--- src/rtl/core/raw_pkg.sv ---
// Package for the RADIUS attribute walker: record kinds, status codes and
// the result record type shared by the front, the queue and the back.
// No dependencies.
package raw_pkg;
	localparam int MaxFrameBytes = 4096;
	localparam logic [31:0] VendorIdReset = 32'd2011;
	localparam logic [15:0] HdrLen = 16'd20;
	localparam logic [7:0] VsaType = 8'd26;
	localparam int QueueDepth = 4;

	localparam logic [1:0] KIND_STD = 2'd0;
	localparam logic [1:0] KIND_SUB = 2'd1;
	localparam logic [1:0] KIND_END = 2'd2;

	localparam logic [1:0] ST_OK = 2'd0;
	localparam logic [1:0] ST_SHORT = 2'd1;
	localparam logic [1:0] ST_BADHDR = 2'd2;
	localparam logic [1:0] ST_MALFORM = 2'd3;

	typedef struct packed {
		logic [1:0]  kind;
		logic [7:0]  code;
		logic [7:0]  ident;
		logic [7:0]  atype;
		logic [7:0]  vlen;
		logic [63:0] head;
		logic [15:0] tail;
		logic [1:0]  status;
	} rec_t;

	// Two records may come from one byte: an attribute and the summary.
	typedef struct packed {
		logic n_rec;
		logic two;
		rec_t r0;
		rec_t r1;
	} pair_t;
endpackage

--- src/rtl/core/raw_front.sv ---
// Front of the attribute walker: per-byte header and attribute state machine.
// Produces zero, one or two result records per accepted byte. Uses raw_pkg.
module raw_front #(
	parameter int MAX_FRAME_BYTES = raw_pkg::MaxFrameBytes
) (
	input  logic                clk,
	input  logic                arst_n,
	input  logic                step,
	input  logic [7:0]          data_byte,
	input  logic [12:0]         frame_length,
	input  logic                first_of_frame,
	input  logic [31:0]         own_vendor,
	output raw_pkg::pair_t      pair
);
	import raw_pkg::*;

	localparam logic [16:0] MaxFb = 17'(MAX_FRAME_BYTES);

	logic [16:0] pos_q, fb_q;
	logic [15:0] mlen_q;
	logic [7:0]  code_q, ident_q, atype_q, alen_q, acnt_q;
	logic [1:0]  status_q;
	logic [63:0] vsh_q;
	logic [15:0] tsh_q;
	logic [31:0] vnd_q;
	logic [7:0]  stype_q, slen_q, scnt_q;
	logic        sact_q;

	// Next-state copies.
	logic [16:0] pos_d, fb_d, p;
	logic [15:0] mlen_d;
	logic [7:0]  code_d, ident_d, atype_d, alen_d, acnt_d;
	logic [1:0]  status_d;
	logic [63:0] vsh_d;
	logic [15:0] tsh_d;
	logic [31:0] vnd_d;
	logic [7:0]  stype_d, slen_d, scnt_d;
	logic        sact_d;
	logic        e_attr, e_fin;
	rec_t        ra;
	logic [7:0]  v, vidx;
	logic [8:0]  remaining;
	logic        place;

	always_comb begin
		pos_d = pos_q; fb_d = fb_q; mlen_d = mlen_q; code_d = code_q;
		ident_d = ident_q; atype_d = atype_q; alen_d = alen_q; acnt_d = acnt_q;
		status_d = status_q; vsh_d = vsh_q; tsh_d = tsh_q; vnd_d = vnd_q;
		stype_d = stype_q; slen_d = slen_q; scnt_d = scnt_q; sact_d = sact_q;
		e_attr = 1'b0; e_fin = 1'b0; place = 1'b0; vidx = '0;
		ra = '0;
		v = acnt_q - 8'd2;
		remaining = {1'b0, alen_q} - 9'd2 - {1'b0, v};
		p = pos_q;
		if (first_of_frame) begin
			pos_d = '0; fb_d = '0; mlen_d = '0; code_d = '0; ident_d = '0;
			status_d = ST_OK; atype_d = '0; alen_d = '0; acnt_d = '0;
			vsh_d = '0; tsh_d = '0; vnd_d = '0; stype_d = '0; slen_d = '0;
			scnt_d = '0; sact_d = 1'b0;
			p = '0;
			if (frame_length < 13'(HdrLen)) begin
				status_d = ST_SHORT;
				e_fin = 1'b1;
			end else begin
				fb_d = (17'(frame_length) > MaxFb) ? MaxFb : 17'(frame_length);
			end
		end
		if (!e_fin && p < fb_d) begin
			if (p == 17'd0) code_d = data_byte;
			else if (p == 17'd1) ident_d = data_byte;
			else if (p == 17'd2) mlen_d = {data_byte, 8'd0};
			else if (p == 17'd3) begin
				mlen_d = {mlen_q[15:8], data_byte};
				if (mlen_d < HdrLen || 17'(mlen_d) > fb_d) begin
					status_d = ST_BADHDR;
					e_fin = 1'b1;
				end
			end else if (p >= 17'(HdrLen) && p < 17'(mlen_q) && status_q == ST_OK) begin
				if (acnt_q == 8'd0) begin
					if (!(p + 17'd2 > 17'(mlen_q))) begin
						atype_d = data_byte; acnt_d = 8'd1; vsh_d = '0; tsh_d = '0;
					end
				end else if (acnt_q == 8'd1) begin
					alen_d = data_byte;
					if (data_byte < 8'd2 || (p - 17'd1 + 17'(data_byte)) > 17'(mlen_q)) begin
						status_d = ST_MALFORM;
					end else begin
						vnd_d = '0; sact_d = 1'b0; scnt_d = '0;
						acnt_d = (data_byte == 8'd2) ? 8'd0 : 8'd2;
					end
				end else begin
					if (atype_q == VsaType) begin
						if (v < 8'd4) begin
							vnd_d = {vnd_q[23:0], data_byte};
							if (v == 8'd3) begin
								sact_d = (vnd_d == own_vendor);
								scnt_d = '0;
							end
						end else if (sact_q) begin
							if (scnt_q == 8'd0) begin
								if (remaining < 9'd2) sact_d = 1'b0;
								else begin
									stype_d = data_byte; scnt_d = 8'd1;
									vsh_d = '0; tsh_d = '0;
								end
							end else if (scnt_q == 8'd1) begin
								slen_d = data_byte;
								if (data_byte < 8'd2 || {1'b0, data_byte} > remaining + 9'd1)
									sact_d = 1'b0;
								else if (data_byte == 8'd2) begin
									e_attr = 1'b1;
									ra.kind = KIND_SUB; ra.atype = stype_q;
									scnt_d = '0;
								end else scnt_d = 8'd2;
							end else begin
								place = 1'b1; vidx = scnt_q - 8'd2;
								scnt_d = scnt_q + 8'd1;
								if (scnt_d == slen_q) begin
									e_attr = 1'b1; ra.kind = KIND_SUB; ra.atype = stype_q;
									ra.vlen = slen_q - 8'd2;
									scnt_d = '0;
								end
							end
						end
					end else begin
						place = 1'b1; vidx = v;
					end
					acnt_d = acnt_q + 8'd1;
					if (acnt_d == alen_q) begin
						if (atype_q != VsaType) begin
							e_attr = 1'b1; ra.kind = KIND_STD; ra.atype = atype_q;
							ra.vlen = alen_q - 8'd2;
						end
						acnt_d = '0;
					end
				end
			end
			if (place) begin
				if (vidx < 8'd8) vsh_d = vsh_q | ({56'd0, data_byte} << (7'd56 - {vidx[3:0], 3'd0}));
				else if (vidx == 8'd8) tsh_d = tsh_q | {data_byte, 8'd0};
				else if (vidx == 8'd9) tsh_d = tsh_q | {8'd0, data_byte};
			end
			ra.head = vsh_d; ra.tail = tsh_d;
			if (!e_fin) begin
				if (p + 17'd1 == fb_d) e_fin = 1'b1;
				else pos_d = p + 17'd1;
			end
		end
		if (e_fin) begin
			pos_d = '0; fb_d = '0;
		end
		ra.code = code_d; ra.ident = ident_d; ra.status = status_d;
		pair.r0 = ra;
		pair.r1 = '0;
		pair.r1.kind = KIND_END; pair.r1.code = code_d; pair.r1.ident = ident_d;
		pair.r1.status = status_d;
		if (!e_attr) pair.r0 = pair.r1;
		pair.n_rec = e_attr | e_fin;
		pair.two = e_attr & e_fin;
	end

	always_ff @(posedge clk or negedge arst_n) begin
		if (!arst_n) begin
			pos_q <= '0; fb_q <= '0; mlen_q <= '0; code_q <= '0; ident_q <= '0;
			atype_q <= '0; alen_q <= '0; acnt_q <= '0; status_q <= '0; vsh_q <= '0;
			tsh_q <= '0; vnd_q <= '0; stype_q <= '0; slen_q <= '0; scnt_q <= '0;
			sact_q <= 1'b0;
		end else if (step) begin
			pos_q <= pos_d; fb_q <= fb_d; mlen_q <= mlen_d; code_q <= code_d;
			ident_q <= ident_d; atype_q <= atype_d; alen_q <= alen_d; acnt_q <= acnt_d;
			status_q <= status_d; vsh_q <= vsh_d; tsh_q <= tsh_d; vnd_q <= vnd_d;
			stype_q <= stype_d; slen_q <= slen_d; scnt_q <= scnt_d; sact_q <= sact_d;
		end
	end
endmodule

--- src/rtl/core/raw_queue.sv ---
// Record queue between the walker front and the output stage.
// Takes up to two records per cycle, hands out one when rd_en takes it. Uses raw_pkg.
module raw_queue (
	input  logic            clk,
	input  logic            arst_n,
	input  raw_pkg::pair_t  wr,
	input  logic            wr_en,
	output logic            room,
	output logic            rd_valid,
	output raw_pkg::rec_t   rd_data,
	input  logic            rd_en
);
	import raw_pkg::*;

	localparam int Aw = $clog2(QueueDepth);

	rec_t mem_q [QueueDepth];
	logic [Aw-1:0] wp_q, rp_q;
	logic [Aw:0]   cnt_q;
	logic [1:0]    n_in;
	logic          pop;

	assign n_in = (wr_en && wr.n_rec) ? (wr.two ? 2'd2 : 2'd1) : 2'd0;
	assign pop = rd_en && rd_valid;
	assign rd_valid = cnt_q != '0;
	assign rd_data = mem_q[rp_q];
	// Room for two more, so a byte can always be taken.
	assign room = cnt_q <= (Aw+1)'(QueueDepth - 2);

	always_ff @(posedge clk) begin
		if (n_in != 2'd0) mem_q[wp_q] <= wr.r0;
		if (n_in == 2'd2) mem_q[wp_q + Aw'(1)] <= wr.r1;
	end

	always_ff @(posedge clk or negedge arst_n) begin
		if (!arst_n) begin
			wp_q <= '0; rp_q <= '0; cnt_q <= '0;
		end else begin
			wp_q <= wp_q + Aw'(n_in);
			if (pop) rp_q <= rp_q + Aw'(1);
			cnt_q <= cnt_q + (Aw+1)'(n_in) - (Aw+1)'(pop);
		end
	end

	assert property (@(posedge clk) disable iff (!arst_n) cnt_q <= (Aw+1)'(QueueDepth))
		else $error("queue overflow");
	assert property (@(posedge clk) disable iff (!arst_n) !room |-> cnt_q != '0)
		else $error("queue full while empty");
	assert property (@(posedge clk) disable iff (!arst_n)
		(wr_en && wr.two) |-> wr.n_rec) else $error("two records without any");
endmodule

--- src/rtl/core/radius_attribute_walker_core.sv ---
// RADIUS attribute walker, top level: front walker, record queue, output ports.
// Each record is registered in the queue and leaves it behind any older records.
// Throughput: one byte per cycle while the queue has room; a byte causing two
// records writes both into the four-entry queue.
// Reset: asynchronous, clears all frame state; the vendor register returns to 2011.
module radius_attribute_walker_core #(
	parameter int MAX_FRAME_BYTES = raw_pkg::MaxFrameBytes
) (
	input  logic        clk,
	input  logic        arst_n,
	input  logic        cfg_we,
	input  logic [31:0] cfg_wdata,
	input  logic        in_valid,
	output logic        in_ready,
	input  logic [7:0]  data_byte,
	input  logic [12:0] frame_length,
	input  logic        first_of_frame,
	output logic        out_valid,
	input  logic        out_ready,
	output logic [1:0]  record_kind,
	output logic [7:0]  message_code,
	output logic [7:0]  message_ident,
	output logic        request_msg,
	output logic [7:0]  attribute_type,
	output logic [7:0]  value_length,
	output logic [63:0] value_head,
	output logic [15:0] value_tail,
	output logic [1:0]  frame_status,
	output logic        last_of_frame
);
	import raw_pkg::*;

	logic [31:0] vendor_q;
	pair_t pair;
	rec_t  r;
	logic  step;

	always_ff @(posedge clk or negedge arst_n) begin
		if (!arst_n) vendor_q <= VendorIdReset;
		else if (cfg_we) vendor_q <= cfg_wdata;
	end

	assign step = in_valid && in_ready;

	raw_front #(.MAX_FRAME_BYTES(MAX_FRAME_BYTES)) u_front (
		.clk, .arst_n, .step, .data_byte, .frame_length, .first_of_frame,
		.own_vendor(vendor_q), .pair
	);

	raw_queue u_queue (
		.clk, .arst_n, .wr(pair), .wr_en(step), .room(in_ready),
		.rd_valid(out_valid), .rd_data(r), .rd_en(out_ready)
	);

	assign record_kind = r.kind;
	assign message_code = r.code;
	assign message_ident = r.ident;
	assign request_msg = (r.code == 8'd1) || (r.code == 8'd4) || (r.code == 8'd10);
	assign attribute_type = r.atype;
	assign value_length = r.vlen;
	assign value_head = r.head;
	assign value_tail = r.tail;
	assign frame_status = r.status;
	assign last_of_frame = r.kind == KIND_END;
endmodule
--- config.mk ---
export PLATFORM = sky130hd
export DESIGN_NAME = radius_attribute_walker_core
export DESIGN_NICKNAME = d
export VERILOG_FILES = /design/src/rtl/core/raw_pkg.sv /design/src/rtl/core/raw_front.sv /design/src/rtl/core/raw_queue.sv /design/src/rtl/core/radius_attribute_walker_core.sv
export SDC_FILE = /design/constraint.sdc
export NUM_CORES = 2
export LEC_CHECK = 0
export ABC_CLOCK_PERIOD_IN_PS = 22800
export BUFFER_PORTS_ARGS = -buffer_cell sky130_fd_sc_hd__buf_2
export CAP_MARGIN = 20
export CORE_MARGIN = 2
export CORE_UTILIZATION = 68
export CTS_CLUSTER_SIZE = 28
export DETAILED_ROUTE_END_ITERATION = 12
export PLACE_DENSITY_LB_ADDON = 0.08
export SLEW_MARGIN = 30
export SYNTH_ARGS = -nofsm -noshare
export SYNTH_HDL_FRONTEND = slang
export SYNTH_HIERARCHICAL = 1
export SYNTH_SLANG_ARGS = --single-unit
--- constraint.sdc ---
create_clock -name clk -period 22.8 [get_ports clk]
set_input_delay 2.28 -clock clk [delete_from_list [all_inputs] [get_ports clk]]
set_output_delay 2.28 -clock clk [all_outputs]
set_load 0.005 [all_outputs]
=== Word-level counts from Yosys, hierarchy flattened ===
Memories as Yosys holds them, arrays and structs flattened.
Cells that the tools add are included.

* Add/sub/neg operators: 19
* Bitwise logic cells: 5
* Equal/unequal tests: 21
* Reduce and logical (&&, ||, !) cells: 19
* Order comparisons: 15
* Div/mod/pow operators: 0
* Multiply operators: 0
* Shifts and indexed selects: 1
* Muxes and demuxes: 277

{| class="wikitable"
|+ Operators by type and width
! cell !! number
|-
| $mux 64 || 17
|-
| $mux 8 || 101
|-
| $mux 16 || 39
|-
| $mux 32 || 12
|-
| $mux 17 || 8
|-
| $mux 116 || 1
|-
| $mux 96 || 1
|-
| $mux 1 || 67
|-
| $or 64x64->64 || 1
|-
| $shl 8x7->64 || 1
|-
| $mux 2 || 30
|-
| $eq 17x2->1 const B || 2
|-
| $gt 17x16->1 || 2
|-
| $eq 32x32->1 || 1
|-
| $sub 8x2->8 const B || 4
|-
| $eq 8x1->1 const B || 3
|-
| $eq 8x4->1 const B || 3
|-
| $add 17x1->17 const B || 1
|-
| $add 17x2->17 const B || 1
|-
| $add 17x8->17 || 1
|-
| $eq 17x1->1 const B || 1
|-
| $eq 17x17->1 || 1
|-
| $ge 17x5->1 const B || 1
|-
| $gt 16x17->1 || 1
|-
| 42 further kinds || 57
|}

* Output and inout port bits: 120
* Logic and storage cells: 379
* Memory bits (read-only): 0
* Bits in writable memories: 464
* Latch bits: 0
* Register bits: 268
* Memories kept: 1
* Bits of input ports: 59

{| class="wikitable"
|+ Memory list
! name !! words !! bits a word !! read ports !! clocked after Yosys merged registers in !! wr ports !! RTL line !! source
|-
| u_queue.mem_q || 4 || 116 || 1 || 0 || 2 || raw_queue.sv:17 || <nowiki>rec_t mem_q [QueueDepth];</nowiki>
|}

=== Depth between registers and ports, before layout ===
* Word-level depth: 27
* Gate-level depth with buffers: 36
* Depth with buffers taken out: 33

=== Modules after synthesis ===
The synthesis kept the hierarchy.

{| class="wikitable"
|+ By module, submodules not included
! module !! area an instance (µm²) !! seq. area each (µm²) !! cells an instance !! instances
|-
| raw_queue || 22823.1 || 14108.5 || 1166 || 1
|-
| raw_front || 18715.4 || 5530.3 || 2147 || 1
|-
| radius_attribute_walker_core || 1253.7 || 812.0 || 76 || 1
|}

=== Worst setup path after synthesis ===
OpenSTA, ideal clock, no wires.

* Path kind: input to register
* Start: input first_of_frame
* End: memory u_queue/mem_q[0][0] (netlist bit), enable pin
* Data required time: 22.171 ns
* Arrival time: 11.754 ns
* Cell stages on the path: 21
* Setup slack: 10.416 ns
* Library setup time: 0.629 ns
* Buffers on the path: 6
* Cells stage by stage: inv_1 buf_2 clkbuf_1 clkbuf_1 buf_1 nand2_1 inv_1 ha_1 nor2b_1 o211ai_1 a21boi_0 o31ai_1 a21oi_1 or2_0 buf_2 nor3_1 o21ai_1 clkbuf_1 nor2_1 nand3_1 a21oi_1

{| class="wikitable"
|+ RTL lines
! item !! RTL line !! source
|-
| start, declared || radius_attribute_walker_core.sv:17 || <nowiki>input logic first_of_frame,</nowiki>
|-
| end, declared || raw_queue.sv:17 ||
|}

==> results.ini <==
[logic_synthesis]
postSynth.asyncResetShare_pct = 35.9
synthAdderAreaFrac_pct = 4.96
post-synth-top-count-cell = mux2_2
synth.avg_cell_area_sq_um = 12.6
post_synth_main_area_contributors = edfxtp_1, dfrtp_1, mux2_2
yosys_warnings = 6
synth_common_cells = mux2_2, edfxtp_1, dfrtp_1
synth_seq_area_share_pct = 47.8
largest_family_of_logic_cells_by_synthesized_area = multiplexers
synthesis.instances = 3389
synth_xor_xnor_area_share_pct = 2.80
post_synth_mux_area_share_pct = 20.2
synth_simple_gate_area_share_pct = 8.09
yosys.area.top_type = edfxtp_1
synth_top_cell_area_share_pct = 32.6
synth_compound_gate_area_share_pct = 10.5
number_of_storage_elements_in_the_synthesis_netlist = 724
mappedNetlistArea_sq_um = 42800
synth-edff-count = 464
synthDistinctLibCells = 105
primary_ff_master_synth = edfxtp_1

[sta]
fmax_mhz = 112
finalCritPeriodShare_pct = 39.2
fin_ws_ns = 13.87
unrepaired_setup_endpoints_after_global_routing = false
tightestPinTransition_ns = 1.02
finClkSkew_ns = 0.0411
slew_headroom_pct = 31.5
fin_crit_ns = 8.93
setup_viol_count_final = 0
timing.setup.tns_ns = 0
final_hold_slack_ns = 0.475
timing_max_transition_violations_final = 0
hold_violations = 0

[cts]
cts_buffer_depth = 3
cts_tree = done
clock_insertion_delay_worst_skew_ns = 0.65
clock-root-buffer = clkbuf_16
cts.repair.resized = 0
post_cts_buffers = 0
cts_hold_buf = 0
clock_sinks = 724
cts.reportedPaths.clkPinSlew_ns = 0.06
htree_num_levels = 3
cts_buffers = 78

[routing]
final_wirelength_mm = 113
first_pass_iters = 6
detail_route.iter0.violations = 3151
route.vias.total = 29300
detail-route-antenna-nets = 0
average_detailed_routed_wire_length_per_instance_um = 25.9
drcViolationCount = 0
avgViaCountPerCell = 6.71

[worst_setup_path]
critical_path.cell_chain = buf_2, clkinv_1, buf_4, a21boi_0, ha_1, a21o_1, a21o_1, a21oi_1, and2_1, a21oi_1, or2_0, nor3_1, o21ai_4, nor2_1, nand3_2, nor3b_2, buf_4, buf_4, mux2_2
worst_path_largest_cell_delay_ns = 0.77
crit_path_top_cell_by_count = buf_4
cp_max_fo = 43
required_time_of_the_critical_path_ns = 23.18
arrival_ns = 9.31
critPathKind = in2reg
critical_path.slowest_cell = a21boi_0
start_kind = input pin
crit_path_capture_type = register

[finish]
layout-drive-gt1-share_pct = 29.4
finalInstanceArea_sq_um = 46300
layout-area-overhead-vs-synth_pct = 8.18
final_net_count = 3697

[global_routing]
overflow_after_grt = 0
grt_antenna_before_repair = 1
grt_pass1_vias = 29400
wire_length_of_the_first_global_routing_pass_mm = 173
pin_count_of_the_biggest_net_entering_global_routing = 118
grtUsageTotal_pct = 35.1

[floorplan]
num_rows = 91
initial_util_pct = 69.1
floorplan.die_area_sq_um = 65000
core_sq_um = 61900
num_io_pins = 179
chipHeight_um = 255
die_width_um = 255

[outcome]
status = completed

[place]
placed_cell_area_sq_um = 43600
dpl_worst_slack_ns = 13.41
place.gp.congestion = 0.989
numPortBuffers = 178
detailed_place_hpwl_mm = 75.5

[pwr]
power_per_cell_area_nw_per_um2 = 81.5
leakage_nw = 18.0
worst_vdd_ir_mv = 0.0699

[run]
max_cap_violations = 0

[min_path]
path_class_of_the_lowest_slack_min_delay_path = reg2reg

## logic make-up (layout without fill, tap and decap cells)
logic type,count (synthesis),after routing
other,2,99
adders and majority gates,168,168
xor gates and xnor gates,135,135
buffers and inverters,455,503
AOI/OAI and AO/OA,607,607
and+or+nand+nor,657,657
muxes,641,641
DFF,724,724
## cells in the final DEF, fill, tap and decap left out, types with 15 or more instances in the layout
| cell | n |
|---|---|
| mux2_2 | 467 |
| edfxtp_1 | 464 |
| dfrtp_1 | 249 |
| nor2_1 | 185 |
| buf_2 | 177 |
| ha_1 | 165 |
| a22o_1 | 152 |
| nand2_1 | 141 |
| inv_1 | 128 |
| mux4_2 | 116 |
| xnor2_1 | 103 |
| a21oi_1 | 100 |
| conb_1 | 98 |
| clkbuf_16 | 79 |
| nand3_1 | 61 |
| a22oi_1 | 60 |
| o21ai_0 | 59 |
| buf_4 | 47 |
| mux2_4 | 40 |
| a21o_1 | 33 |
| nor3_1 | 32 |
| nand4_1 | 31 |
| xor2_1 | 31 |
| nor4_1 | 24 |
| a31oi_1 | 23 |
| nor2b_1 | 19 |
| clkbuf_1 | 19 |
| and2_1 | 19 |
| and3_1 | 19 |
| o31ai_1 | 18 |
| a32o_1 | 18 |
| nand2b_1 | 17 |
| mux2i_1 | 16 |
| or3_1 | 15 |
## final cells by class
| type | count | area, sq um |
|---|---|---|
| Antenna cell | 1 | 2.50 |
| Sequential cell | 724 | 20500 |
| Multi-Input combinational cell | 2306 | 20400 |
| Tap cell | 837 | 1050 |
| Clock buffer | 105 | 2140 |
| Clock inverter | 38 | 453 |
| Fill cell | 4001 | 15600 |
| Timing Repair Buffer | 230 | 1330 |
| Inverter | 130 | 488 |
## routing by layer
metal  vias up  GRT usage [%]  routed length, um
li1      12900              -                  -
met5         -              0                 13
met4         2           13.0               4270
met1     14700           49.5              47000
met3       272           5.07               8350
met2      1443           55.9              53800
## through the flow
| stage | std cells | util (%) | total power, mW |
|---|---|---|---|
| 2_1_floorplan | 3485 | - | 2.21 |
| 3_3_place_gp | 4225 | 70.4 | 2.48 |
| 3_5_place_dp | 4225 | 70.5 | 2.50 |
| 4_1_cts | 4368 | 74.7 | 3.78 |
| 5_1_grt | 4370 | 74.7 | 3.92 |
| 6_report | 4371 | 74.7 | 3.77 |
## state kept, by name, indices dropped and copies added, names as in the netlist
name,cells
u_queue/mem_q,464
u_front/vsh_q,64
vendor_q,32
u_front/vnd_q,24
u_front/fb_q,17
u_front/pos_q,17
u_front/mlen_q,16
u_front/tsh_q,16
u_front/acnt_q,8
u_front/alen_q,8
u_front/atype_q,8
u_front/code_q,8
u_front/ident_q,8
u_front/scnt_q,8
u_front/slen_q,8
u_front/stype_q,8
u_queue/cnt_q,3
u_front/status_q,2
u_queue/rp_q,2
u_queue/wp_q,2
u_front/sact_q,1
## power breakdown
| part | total (mW) | leakage, nW | internal (mW) | switching [mW] |
|---|---|---|---|---|
| sequential | 1.53 | 7.24 | 1.45 | 0.0810 |
| clock | 1.28 | 1.27 | 0.737 | 0.540 |
| combinational | 0.965 | 9.44 | 0.428 | 0.537 |
| total | 3.77 | 18.0 | 2.61 | 1.16 |
## critical path, delay by kind of cell
family | cells | cell delay (ns)
AO/OA/AOI/OAI | 6 | 1.62
adder cells (fa/ha/maj) | 1 | 0.38
buffers and inverters | 5 | 2.43
multiplexers | 1 | 0.42
AND/OR/NAND/NOR | 6 | 2.06
## final timing paths
path                                              end         startpoint  slack (ns)  depth (start not counted)
worst max-delay path             u_queue/mem_q[2][79]     first_of_frame       13.87                         19
worst min-delay path                u_front/pos_q[15]  u_front/pos_q[15]        0.48                          1
worst max register to register  u_queue/mem_q[1][113]  u_front/acnt_q[1]       14.82                         26
worst min register to register      u_front/pos_q[15]  u_front/pos_q[15]        0.48                          1
max in group asynchronous             u_queue/rp_q[1]             arst_n       19.81                          3
min in group asynchronous                vendor_q[24]             arst_n        1.51                          1
Power figures use the tool's default switching activity.
